===== config.mk =====
export PLATFORM = sky130hd
export DESIGN_NAME = strided_gather_address_gen
export DESIGN_NICKNAME = d
export VERILOG_FILES = /design/src/design/sgag_pkg.sv /design/src/design/sgag_cfg.sv /design/src/design/sgag_div.sv /design/src/design/sgag_dp.sv /design/src/design/sgag_ctrl.sv /design/src/design/strided_gather_address_gen.sv
export SDC_FILE = /design/constraint.sdc
export NUM_CORES = 2
export LEC_CHECK = 0
export BUFFER_PORTS_ARGS = -buffer_cell sky130_fd_sc_hd__buf_2
export CORE_ASPECT_RATIO = 1.1
export CORE_UTILIZATION = 40
export DETAILED_ROUTE_END_ITERATION = 16
export GPL_ROUTABILITY_DRIVEN = 0
export HOLD_SLACK_MARGIN = 0.06
export PLACE_DENSITY = 0.6
export SLEW_MARGIN = 30
export SYNTH_ARGS = -nofsm -noshare
export SYNTH_HDL_FRONTEND = slang
export SYNTH_SLANG_ARGS = --single-unit

===== constraint.sdc =====
create_clock -name clk -period 13 [get_ports clk]
set_input_delay 2.6 -clock clk [delete_from_list [all_inputs] [get_ports clk]]
set_output_delay 2.6 -clock clk [all_outputs]
set_load 0.05 [all_outputs]

===== src/design/sgag_pkg.sv =====
package sgag_pkg;

	localparam int MAX_DIMS    = 4;
	localparam int EXTENT_BITS = 16;
	localparam int ADDR_BITS   = 48;

	localparam int IDX_BITS    = 32;
	localparam int STRIDE_BITS = 32;
	localparam int CFG_BITS    = 64;
	localparam int REG_IDX_W   = 3;
	localparam int DCNT_W      = 3;
	localparam int EB_W        = 4;
	localparam int BYTE_W      = 3;
	localparam int MAX_EB      = 8;
	localparam int DIM_W       = (MAX_DIMS > 1) ? $clog2(MAX_DIMS) : 1;

	// divider retires RADIX_BITS quotient bits per cycle
	localparam int RADIX_BITS  = 4;
	localparam int DIV_CYCLES  = IDX_BITS / RADIX_BITS;
	localparam int DIV_CNT_W   = (DIV_CYCLES > 1) ? $clog2(DIV_CYCLES) : 1;

	localparam logic [REG_IDX_W-1:0] REG_DIM_COUNT     = 3'd0;
	localparam logic [REG_IDX_W-1:0] REG_ELEM_BYTES    = 3'd1;
	localparam logic [REG_IDX_W-1:0] REG_ELEMENT_COUNT = 3'd2;
	localparam logic [REG_IDX_W-1:0] REG_BASE_OFFSET   = 3'd3;
	localparam logic [REG_IDX_W-1:0] REG_EXTENTS       = 3'd4;
	localparam logic [REG_IDX_W-1:0] REG_STRIDES_LOW   = 3'd5;
	localparam logic [REG_IDX_W-1:0] REG_STRIDES_HIGH  = 3'd6;

	typedef struct packed {
		logic [DIM_W-1:0]    dim_top;
		logic [EB_W-1:0]     eb;
		logic [BYTE_W-1:0]   byte_last;
		logic [IDX_BITS-1:0] element_count;
		logic [IDX_BITS-1:0] base;
		logic [CFG_BITS-1:0] extents;
		logic [CFG_BITS-1:0] stride_lo;
		logic [CFG_BITS-1:0] stride_hi;
	} cfg_t;

	typedef struct packed {
		logic load;
		logic div_start;
		logic coord_take;
		logic mul;
		logic acc;
		logic scale;
		logic emit;
	} cmd_t;

	typedef struct packed {
		logic in_range;
		logic ext_zero;
		logic div_done;
		logic last_dim;
		logic last_byte;
		logic out_free;
	} sts_t;

	// extents past the packed word read as zero
	function automatic logic [EXTENT_BITS-1:0] extent_of(input logic [CFG_BITS-1:0] ext_word,
			input logic [DIM_W-1:0] d);
		logic [CFG_BITS-1:0] sh;
		sh = '0;
		if (int'(d) * EXTENT_BITS < CFG_BITS) begin
			sh = ext_word >> (int'(d) * EXTENT_BITS);
		end
		return sh[EXTENT_BITS-1:0];
	endfunction

	function automatic logic [STRIDE_BITS-1:0] stride_of(input logic [CFG_BITS-1:0] lo,
			input logic [CFG_BITS-1:0] hi, input logic [DIM_W-1:0] d);
		logic [STRIDE_BITS-1:0] s;
		unique case (int'(d))
			0: begin
				s = lo[STRIDE_BITS-1:0];
			end
			1: begin
				s = lo[CFG_BITS-1:STRIDE_BITS];
			end
			2: begin
				s = hi[STRIDE_BITS-1:0];
			end
			3: begin
				s = hi[CFG_BITS-1:STRIDE_BITS];
			end
			default: begin
				s = '0;
			end
		endcase
		return s;
	endfunction

endpackage


===== src/design/sgag_cfg.sv =====
module sgag_cfg (
	input  logic                                  clk,
	input  logic                                  arst_n,
	input  logic                                  cfg_valid,
	output logic                                  cfg_ready,
	input  logic [sgag_pkg::REG_IDX_W-1:0]        cfg_index,
	input  logic [sgag_pkg::CFG_BITS-1:0]         cfg_data,
	output sgag_pkg::cfg_t                        cfg
);

	localparam int DW = sgag_pkg::DIM_W;

	logic [sgag_pkg::DCNT_W-1:0]      dim_count_q;
	logic [sgag_pkg::EB_W-1:0]        elem_bytes_q;
	logic [sgag_pkg::IDX_BITS-1:0]    element_count_q;
	logic [sgag_pkg::IDX_BITS-1:0]    base_offset_q;
	logic [sgag_pkg::CFG_BITS-1:0]    extents_q;
	logic [sgag_pkg::CFG_BITS-1:0]    strides_low_q;
	logic [sgag_pkg::CFG_BITS-1:0]    strides_high_q;
	logic [sgag_pkg::DCNT_W-1:0]      dim_m1;
	logic [sgag_pkg::EB_W-1:0]        eb_c;
	logic [sgag_pkg::EB_W-1:0]        eb_m1;

	assign cfg_ready = 1'b1;

	always_ff @(posedge clk or negedge arst_n) begin
		if (!arst_n) begin
			dim_count_q     <= 3'd1;
			elem_bytes_q    <= 4'd1;
			element_count_q <= '0;
			base_offset_q   <= '0;
			extents_q       <= '0;
			strides_low_q   <= '0;
			strides_high_q  <= '0;
		end else if (cfg_valid && cfg_ready) begin
			unique case (cfg_index)
				sgag_pkg::REG_DIM_COUNT: begin
					dim_count_q <= cfg_data[sgag_pkg::DCNT_W-1:0];
				end
				sgag_pkg::REG_ELEM_BYTES: begin
					elem_bytes_q <= cfg_data[sgag_pkg::EB_W-1:0];
				end
				sgag_pkg::REG_ELEMENT_COUNT: begin
					element_count_q <= cfg_data[sgag_pkg::IDX_BITS-1:0];
				end
				sgag_pkg::REG_BASE_OFFSET: begin
					base_offset_q <= cfg_data[sgag_pkg::IDX_BITS-1:0];
				end
				sgag_pkg::REG_EXTENTS: begin
					extents_q <= cfg_data;
				end
				sgag_pkg::REG_STRIDES_LOW: begin
					strides_low_q <= cfg_data;
				end
				sgag_pkg::REG_STRIDES_HIGH: begin
					strides_high_q <= cfg_data;
				end
				default: begin
				end
			endcase
		end
	end

	// clamp dimension count to 1..MAX_DIMS and element size to 1..8
	assign dim_m1 = dim_count_q - 3'd1;
	assign eb_c   = (elem_bytes_q == '0) ? 4'd1 :
			(int'(elem_bytes_q) > sgag_pkg::MAX_EB) ? 4'd8 : elem_bytes_q;
	assign eb_m1  = eb_c - 4'd1;

	always_comb begin
		cfg = '0;
		if (dim_count_q == '0) begin
			cfg.dim_top = '0;
		end else if (int'(dim_count_q) > sgag_pkg::MAX_DIMS) begin
			cfg.dim_top = DW'(sgag_pkg::MAX_DIMS - 1);
		end else begin
			cfg.dim_top = dim_m1[DW-1:0];
		end
		cfg.eb            = eb_c;
		cfg.byte_last     = eb_m1[sgag_pkg::BYTE_W-1:0];
		cfg.element_count = element_count_q;
		cfg.base          = base_offset_q;
		cfg.extents       = extents_q;
		cfg.stride_lo     = strides_low_q;
		cfg.stride_hi     = strides_high_q;
	end

endmodule


===== src/design/sgag_div.sv =====
module sgag_div (
	input  logic                                clk,
	input  logic                                arst_n,
	input  logic                                start,
	input  logic [sgag_pkg::IDX_BITS-1:0]       dividend,
	input  logic [sgag_pkg::EXTENT_BITS-1:0]    divisor,
	output logic                                done,
	output logic [sgag_pkg::IDX_BITS-1:0]       quotient,
	output logic [sgag_pkg::EXTENT_BITS-1:0]    remainder
);

	localparam int XW = sgag_pkg::EXTENT_BITS;
	localparam int QW = sgag_pkg::IDX_BITS;
	localparam int CW = sgag_pkg::DIV_CNT_W;

	logic            busy_q;
	logic            done_q;
	logic [CW-1:0]   cnt_q;
	logic [QW-1:0]   q_q;
	logic [XW:0]     p_q;
	logic [XW-1:0]   dvsr_q;
	logic [QW-1:0]   q_nx;
	logic [XW:0]     p_nx;

	// restoring division, several quotient bits per cycle
	always_comb begin
		p_nx = p_q;
		q_nx = q_q;
		for (int i = 0; i < sgag_pkg::RADIX_BITS; i++) begin
			p_nx = {p_nx[XW-1:0], q_nx[QW-1]};
			q_nx = {q_nx[QW-2:0], 1'b0};
			if (p_nx >= {1'b0, dvsr_q}) begin
				p_nx    = p_nx - {1'b0, dvsr_q};
				q_nx[0] = 1'b1;
			end
		end
	end

	always_ff @(posedge clk or negedge arst_n) begin
		if (!arst_n) begin
			busy_q <= 1'b0;
			done_q <= 1'b0;
			cnt_q  <= '0;
		end else if (start) begin
			busy_q <= 1'b1;
			done_q <= 1'b0;
			cnt_q  <= '0;
		end else if (busy_q) begin
			cnt_q <= cnt_q + 1'b1;
			if (cnt_q == CW'(sgag_pkg::DIV_CYCLES - 1)) begin
				busy_q <= 1'b0;
				done_q <= 1'b1;
			end
		end
	end

	always_ff @(posedge clk) begin
		if (start) begin
			q_q    <= dividend;
			p_q    <= '0;
			dvsr_q <= divisor;
		end else if (busy_q) begin
			q_q <= q_nx;
			p_q <= p_nx;
		end
	end

	assign done      = done_q;
	assign quotient  = q_q;
	assign remainder = p_q[XW-1:0];

endmodule


===== src/design/sgag_dp.sv =====
module sgag_dp (
	input  logic                                clk,
	input  logic                                arst_n,
	input  sgag_pkg::cmd_t                      cmd,
	output sgag_pkg::sts_t                      sts,
	input  sgag_pkg::cfg_t                      cfg,
	input  logic [sgag_pkg::IDX_BITS-1:0]       linear_index,
	input  logic                                out_ready,
	output logic                                out_valid,
	output logic [sgag_pkg::ADDR_BITS-1:0]      src_byte_addr,
	output logic [sgag_pkg::ADDR_BITS-1:0]      dst_byte_addr,
	output logic                                last_byte
);

	localparam int AW = sgag_pkg::ADDR_BITS;
	localparam int IW = sgag_pkg::IDX_BITS;
	localparam int XW = sgag_pkg::EXTENT_BITS;
	localparam int EW = sgag_pkg::EB_W;

	logic [IW-1:0]                      idx_q;
	logic [IW-1:0]                      rem_q;
	logic [IW-1:0]                      coord_q;
	logic [AW-1:0]                      prod_q;
	logic [AW-1:0]                      off_q;
	logic [AW-1:0]                      src_q;
	logic [AW-1:0]                      dst_q;
	logic [sgag_pkg::DIM_W-1:0]         dim_q;
	logic [sgag_pkg::BYTE_W-1:0]        byte_q;
	logic                               out_valid_q;
	logic [AW-1:0]                      out_src_q;
	logic [AW-1:0]                      out_dst_q;
	logic                               out_last_q;

	logic [XW-1:0]                      ext;
	logic [sgag_pkg::STRIDE_BITS-1:0]   stride;
	logic [IW+sgag_pkg::STRIDE_BITS-1:0] prod_w;
	logic [AW+EW-1:0]                   src_w;
	logic [IW+EW-1:0]                   dst_w;
	logic                               div_done;
	logic [IW-1:0]                      div_quot;
	logic [XW-1:0]                      div_rem;

	assign ext    = sgag_pkg::extent_of(cfg.extents, dim_q);
	assign stride = sgag_pkg::stride_of(cfg.stride_lo, cfg.stride_hi, dim_q);
	assign prod_w = coord_q * stride;
	assign src_w  = off_q * cfg.eb;
	assign dst_w  = idx_q * cfg.eb;

	sgag_div u_div (
		.clk       (clk),
		.arst_n    (arst_n),
		.start     (cmd.div_start),
		.dividend  (rem_q),
		.divisor   (ext),
		.done      (div_done),
		.quotient  (div_quot),
		.remainder (div_rem)
	);

	always_ff @(posedge clk or negedge arst_n) begin
		if (!arst_n) begin
			dim_q  <= '0;
			byte_q <= '0;
		end else begin
			if (cmd.load) begin
				dim_q <= cfg.dim_top;
			end else if (cmd.acc && dim_q != '0) begin
				dim_q <= dim_q - 1'b1;
			end
			if (cmd.scale) begin
				byte_q <= '0;
			end else if (cmd.emit) begin
				byte_q <= byte_q + 1'b1;
			end
		end
	end

	always_ff @(posedge clk) begin
		if (cmd.load) begin
			idx_q <= linear_index;
			rem_q <= linear_index;
			off_q <= AW'(cfg.base);
		end
		if (cmd.coord_take) begin
			// a zero extent swallows the whole remaining index
			if (ext == '0) begin
				coord_q <= rem_q;
				rem_q   <= '0;
			end else begin
				coord_q <= IW'(div_rem);
				rem_q   <= div_quot;
			end
		end
		if (cmd.mul) begin
			prod_q <= AW'(prod_w);
		end
		if (cmd.acc) begin
			off_q <= off_q + prod_q;
		end
		if (cmd.scale) begin
			src_q <= AW'(src_w);
			dst_q <= AW'(dst_w);
		end else if (cmd.emit) begin
			src_q <= src_q + 1'b1;
			dst_q <= dst_q + 1'b1;
		end
	end

	// output word register
	always_ff @(posedge clk or negedge arst_n) begin
		if (!arst_n) begin
			out_valid_q <= 1'b0;
		end else if (cmd.emit) begin
			out_valid_q <= 1'b1;
		end else if (out_ready) begin
			out_valid_q <= 1'b0;
		end
	end

	always_ff @(posedge clk) begin
		if (cmd.emit) begin
			out_src_q  <= src_q;
			out_dst_q  <= dst_q;
			out_last_q <= sts.last_byte;
		end
	end

	always_comb begin
		sts           = '0;
		sts.in_range  = linear_index < cfg.element_count;
		sts.ext_zero  = ext == '0;
		sts.div_done  = div_done;
		sts.last_dim  = dim_q == '0;
		sts.last_byte = byte_q == cfg.byte_last;
		sts.out_free  = !out_valid_q || out_ready;
	end

	assign out_valid     = out_valid_q;
	assign src_byte_addr = out_src_q;
	assign dst_byte_addr = out_dst_q;
	assign last_byte     = out_last_q;

	a_div_nonzero: assert property (@(posedge clk) disable iff (!arst_n)
		cmd.div_start |-> ext != '0)
		else $error("divider started with a zero extent");

	a_div_restart: assert property (@(posedge clk) disable iff (!arst_n)
		cmd.div_start |=> !div_done)
		else $error("divider done flag survived a start");

	a_last_word: assert property (@(posedge clk) disable iff (!arst_n)
		cmd.emit && sts.last_byte |=> out_valid_q && out_last_q)
		else $error("final byte word not marked last");

endmodule


===== src/design/sgag_ctrl.sv =====
module sgag_ctrl (
	input  logic             clk,
	input  logic             arst_n,
	input  logic             in_valid,
	output logic             in_ready,
	input  sgag_pkg::sts_t   sts,
	output sgag_pkg::cmd_t   cmd
);

	localparam logic [2:0] S_IDLE  = 3'd0;
	localparam logic [2:0] S_DIV   = 3'd1;
	localparam logic [2:0] S_WAIT  = 3'd2;
	localparam logic [2:0] S_MUL   = 3'd3;
	localparam logic [2:0] S_ACC   = 3'd4;
	localparam logic [2:0] S_SCALE = 3'd5;
	localparam logic [2:0] S_EMIT  = 3'd6;

	logic [2:0] state_q;
	logic [2:0] state_nx;

	always_ff @(posedge clk or negedge arst_n) begin
		if (!arst_n) begin
			state_q <= S_IDLE;
		end else begin
			state_q <= state_nx;
		end
	end

	always_comb begin
		state_nx = state_q;
		cmd      = '0;
		in_ready = 1'b0;
		unique case (state_q)
			S_IDLE: begin
				in_ready = 1'b1;
				// out-of-range index is taken and dropped
				if (in_valid && sts.in_range) begin
					cmd.load = 1'b1;
					state_nx = S_DIV;
				end
			end
			S_DIV: begin
				if (sts.ext_zero) begin
					cmd.coord_take = 1'b1;
					state_nx       = S_MUL;
				end else begin
					cmd.div_start = 1'b1;
					state_nx      = S_WAIT;
				end
			end
			S_WAIT: begin
				if (sts.div_done) begin
					cmd.coord_take = 1'b1;
					state_nx       = S_MUL;
				end
			end
			S_MUL: begin
				cmd.mul  = 1'b1;
				state_nx = S_ACC;
			end
			S_ACC: begin
				cmd.acc  = 1'b1;
				state_nx = sts.last_dim ? S_SCALE : S_DIV;
			end
			S_SCALE: begin
				cmd.scale = 1'b1;
				state_nx  = S_EMIT;
			end
			S_EMIT: begin
				if (sts.out_free) begin
					cmd.emit = 1'b1;
					if (sts.last_byte) begin
						state_nx = S_IDLE;
					end
				end
			end
			default: begin
				state_nx = S_IDLE;
			end
		endcase
	end

	a_cmd_onehot: assert property (@(posedge clk) disable iff (!arst_n)
		$onehot0(cmd))
		else $error("more than one datapath command");

	a_emit_free: assert property (@(posedge clk) disable iff (!arst_n)
		cmd.emit |-> sts.out_free)
		else $error("word emitted over a pending word");

	a_take_done: assert property (@(posedge clk) disable iff (!arst_n)
		cmd.coord_take && !sts.ext_zero |-> sts.div_done)
		else $error("coordinate taken before division finished");

endmodule


===== src/design/strided_gather_address_gen.sv =====
// Steps: after the index is taken, each dimension passes S_DIV, S_WAIT until the
// 4-bit-per-cycle divider is done (skipped when its extent is zero), S_MUL and S_ACC;
// then S_SCALE and S_EMIT, one byte word per cycle while the output is free. A new
// index is taken only in S_IDLE; an out-of-range index is taken and dropped there.
// Reset: arst_n clears the control state and loads the register reset values;
// no clearing pass, the block takes words right after reset.
module strided_gather_address_gen (
	input  logic                                clk,
	input  logic                                arst_n,
	input  logic                                in_valid,
	output logic                                in_ready,
	input  logic [sgag_pkg::IDX_BITS-1:0]       linear_index,
	output logic                                out_valid,
	input  logic                                out_ready,
	output logic [sgag_pkg::ADDR_BITS-1:0]      src_byte_addr,
	output logic [sgag_pkg::ADDR_BITS-1:0]      dst_byte_addr,
	output logic                                last_byte,
	input  logic                                cfg_valid,
	output logic                                cfg_ready,
	input  logic [sgag_pkg::REG_IDX_W-1:0]      cfg_index,
	input  logic [sgag_pkg::CFG_BITS-1:0]       cfg_data
);

	sgag_pkg::cfg_t cfg;
	sgag_pkg::cmd_t cmd;
	sgag_pkg::sts_t sts;

	sgag_cfg u_cfg (
		.clk       (clk),
		.arst_n    (arst_n),
		.cfg_valid (cfg_valid),
		.cfg_ready (cfg_ready),
		.cfg_index (cfg_index),
		.cfg_data  (cfg_data),
		.cfg       (cfg)
	);

	sgag_ctrl u_ctrl (
		.clk      (clk),
		.arst_n   (arst_n),
		.in_valid (in_valid),
		.in_ready (in_ready),
		.sts      (sts),
		.cmd      (cmd)
	);

	sgag_dp u_dp (
		.clk           (clk),
		.arst_n        (arst_n),
		.cmd           (cmd),
		.sts           (sts),
		.cfg           (cfg),
		.linear_index  (linear_index),
		.out_ready     (out_ready),
		.out_valid     (out_valid),
		.src_byte_addr (src_byte_addr),
		.dst_byte_addr (dst_byte_addr),
		.last_byte     (last_byte)
	);

endmodule

==> flow_metrics.env <==
export IMPL_status="finished clean"
export IMPL_synth_warnings=0
export IMPL_cts_resized_gates=0
export IMPL_fin_tns_setup_ns=0
export IMPL_core_um2=179300
export IMPL_fill_cells=17092
export IMPL_hp_class="flip-flop to flip-flop"
export IMPL_register_area_um2=20140
export IMPL_num_vias=52887
export IMPL_initial_core_util_pct=40.23
export IMPL_numClockSinks=726
export IMPL_final_min_clock_period_ns=11.61
export IMPL_postCtsSetupBuffers=0
export IMPL_finalMaxSlewViolations=0
export IMPL_clockBufferDepth=3
export IMPL_hold_viol=0
export IMPL_syn_num_nets=8743
export IMPL_cts_htree_levels=3
export IMPL_dieArea_um2=182000
export IMPL_grt_pass1_wl_mm=327.5
export IMPL_setup_viol=0
export IMPL_grt_usage_pct=23.60
export IMPL_routedWlPerCell_um=21.55
export IMPL_whs_path_depth=0
export IMPL_rsz0062_at_grt="no"
export IMPL_crit_top_cell="inv_1"
export IMPL_drt_iter0_drc=3950
export IMPL_numCtsBuffers=81
export IMPL_critPathLaunchType="flip-flop"
export IMPL_post_route_period_util_pct=89.29
export IMPL_row_count=163
export IMPL_critPathMaxFanout=23
export IMPL_required_ns=13.42
export IMPL_async_reset_ff_share_pct=38.15
export IMPL_worstSetupPathType="flip-flop to flip-flop"
export IMPL_setup_ws_ns=1.392
export IMPL_dr_pass1_iters=6
export IMPL_ant_nets=0
export IMPL_clockRootBuffer="clkbuf_16"
export IMPL_ys_seq_elements=726
export IMPL_place_ws_ns=1.537
export IMPL_synth_edff_count=421
export IMPL_nets=8816
export IMPL_overflow=0
export IMPL_cp_end_kind="flip-flop"
export IMPL_multi_input_area_um2=46800
export IMPL_finish_utilization_pct=44.02
export IMPL_fp_dieW_um=406.9
export IMPL_hold_worst_slack_ns=0.4595
export IMPL_synthFlopType="edfxtp_1"
export IMPL_tightest_slew_ns=1.049
export IMPL_arrival_ns=12.03
export IMPL_via_per_inst=5.375
export IMPL_yosysUniqueCellTypes=89
export IMPL_clkLatencyLatePin_ns=0.70
export IMPL_clock_fmax_mhz=86.15
export IMPL_ys_seq_area_share_pct=27.92
export IMPL_grt_pass1_vias=54739
export IMPL_dp_final_hpwl_mm=157.1
export IMPL_drcViolationCount=0
export IMPL_grt_max_degree=158
export IMPL_drv_cap=0
export IMPL_cts_tree="yes"
export IMPL_fp_dieH_um=447.4
export IMPL_rr_worst_depth=33
export IMPL_ios=204
export IMPL_port_buffers=202
export IMPL_syn_area_per_cell_um2=9.894
export IMPL_relSlewSlack_pct=30.10
export IMPL_hold_buffers=0
export IMPL_synth_area_um2=72130
export IMPL_antenna_found_initial=34
export IMPL_crit_path_max_incr_delay_ns=0.81
export IMPL_wl_mm=212.1
export IMPL_fin_skew_ns=0.04152
export IMPL_area_delta_synth_final_pct=9.404
export IMPL_clk_pin_slew_ns=0.07
export IMPL_slowest_stage="mux2i_2"
export IMPL_synthCells=7290
export IMPL_drive_gt1_share_pct=10.77
-- critical path, delay by kind of cell (launching register included) --
kind	cells	cell delay (ns)
xor gates and xnor gates	1	0.13
DFF	1	0.72
AOI/OAI and AO/OA	6	1.54
and+or+nand+nor	4	1.45
buffers and inverters	11	1.58
muxes	1	0.81
adders and majority gates	10	5.03
-- final timing paths --
| kind | startpoint | endpoint | slack (ns) |
|---|---|---|---|
| setup / recovery | u_dp.dim_q[1] | u_dp.prod_q[47] | 1.39 |
| min in group asynchronous | arst_n | u_cfg.strides_low_q[24] | 1.84 |
| setup reg to reg | u_dp.dim_q[1] | u_dp.prod_q[47] | 1.39 |
| hold reg to reg | u_dp.dst_q[47] | u_dp.dst_byte_addr[47] | 0.46 |
| max in group asynchronous | arst_n | u_cfg.elem_bytes_q[3] | 9.79 |
| hold / removal | u_dp.dst_q[47] | u_dp.dst_byte_addr[47] | 0.46 |
-- cell families after synthesis --
kind of cell	after synthesis	synth area share, %
compound gates	890	8.018
xor+xnor	328	3.983
fa+ha+maj	1349	33.11
buf+inv	1475	7.702
flops	726	27.92
mux	351	5.647
other cells	1	0.005199
simple gates	2170	13.61
-- cells in the mapped netlist (33+ instances only) --
cell type / number / area [um^2]
a211oi_1: 45 / 337.8
a21o_1: 102 / 765.7
a21oi_1: 226 / 1131
and2_1: 352 / 2202
and3_1: 36 / 225.2
clkbuf_1: 296 / 1111
dfrtp_1: 275 / 6882
edfxtp_1: 421 / 12640
fa_1: 933 / 18680
ha_1: 416 / 5205
inv_1: 1158 / 4347
mux2_2: 278 / 3131
mux2i_1: 53 / 530.5
nand2_1: 1274 / 4782
nand2b_1: 38 / 237.7
nand3_1: 78 / 390.4
nand4_1: 39 / 244.0
nor2_1: 202 / 758.2
nor2b_1: 37 / 231.5
nor3_1: 41 / 205.2
o21a_1: 33 / 247.7
o21ai_0: 246 / 1231
o21bai_1: 37 / 277.8
xnor2_1: 216 / 1892
xor2_1: 112 / 980.9
-- sequential cells by signal (all words and copies together), names as in the netlist, 48 cells and up --
name and cells:
u_cfg.strides_low_q 64, u_dp.dst_byte_addr 48, u_dp.src_q 48, u_cfg.strides_high_q 64, u_dp.dst_q 48, u_dp.src_byte_addr 48
u_cfg.extents_q 64, u_dp.prod_q 48, u_dp.off_q 48
-- final cells by class --
cell class              instances  share of cell area, %
multi-input cells            5089                  59.31
diodes                         18                0.05708
clock buffers                 108                  2.813
inverters                    1158                  5.510
clock inverters                42                 0.5756
flip-flops and latches        726                  25.52
repair buffers                307                  2.420
well taps                    2392                  3.793
-- per-stage QoR --
stage,area [um^2],std cells
6_report,78910,9840
5_1_grt,78880,9829
3_5_place_dp,76130,9670
4_1_cts,78800,9820
3_3_place_gp,76050,9667
2_1_floorplan,72130,7290
-- per-layer routing --
layer / track usage (%) / share of wire, %
met1: 30.74 / 42
met2: 38.77 / 46
met3: 4.497 / 7.5
met4: 8.975 / 4.3
met5: 0 / 0.054
-- layout by cell type, fill, tap and decap left out, types with 18 or more instances in the layout --
cell type / n
dfxtp_1: 28
nand2_1: 1272
ha_1: 413
a21o_1: 101
edfxtp_1: 421
and2_1: 351
a21oi_1: 225
nor2_1: 199
mux2i_4: 19
inv_1: 1156
nor2b_1: 35
fa_1: 933
and3_1: 36
a211oi_1: 45
mux2i_1: 26
xor2_1: 112
dfrtp_1: 274
nand4_1: 39
nand3_1: 78
clkbuf_16: 82
a31oi_1: 20
o21bai_1: 37
nand2b_1: 38
o21a_1: 33
diode_2: 18
nor3_1: 39
buf_4: 99
o21ai_0: 246
clkbuf_1: 19
mux2_2: 278
buf_2: 201
a22o_1: 32
a222oi_1: 32
xnor2_1: 216
Power is not shown: default switching activity piles up to over one toggle a cycle in this logic, so the estimate is an artifact.
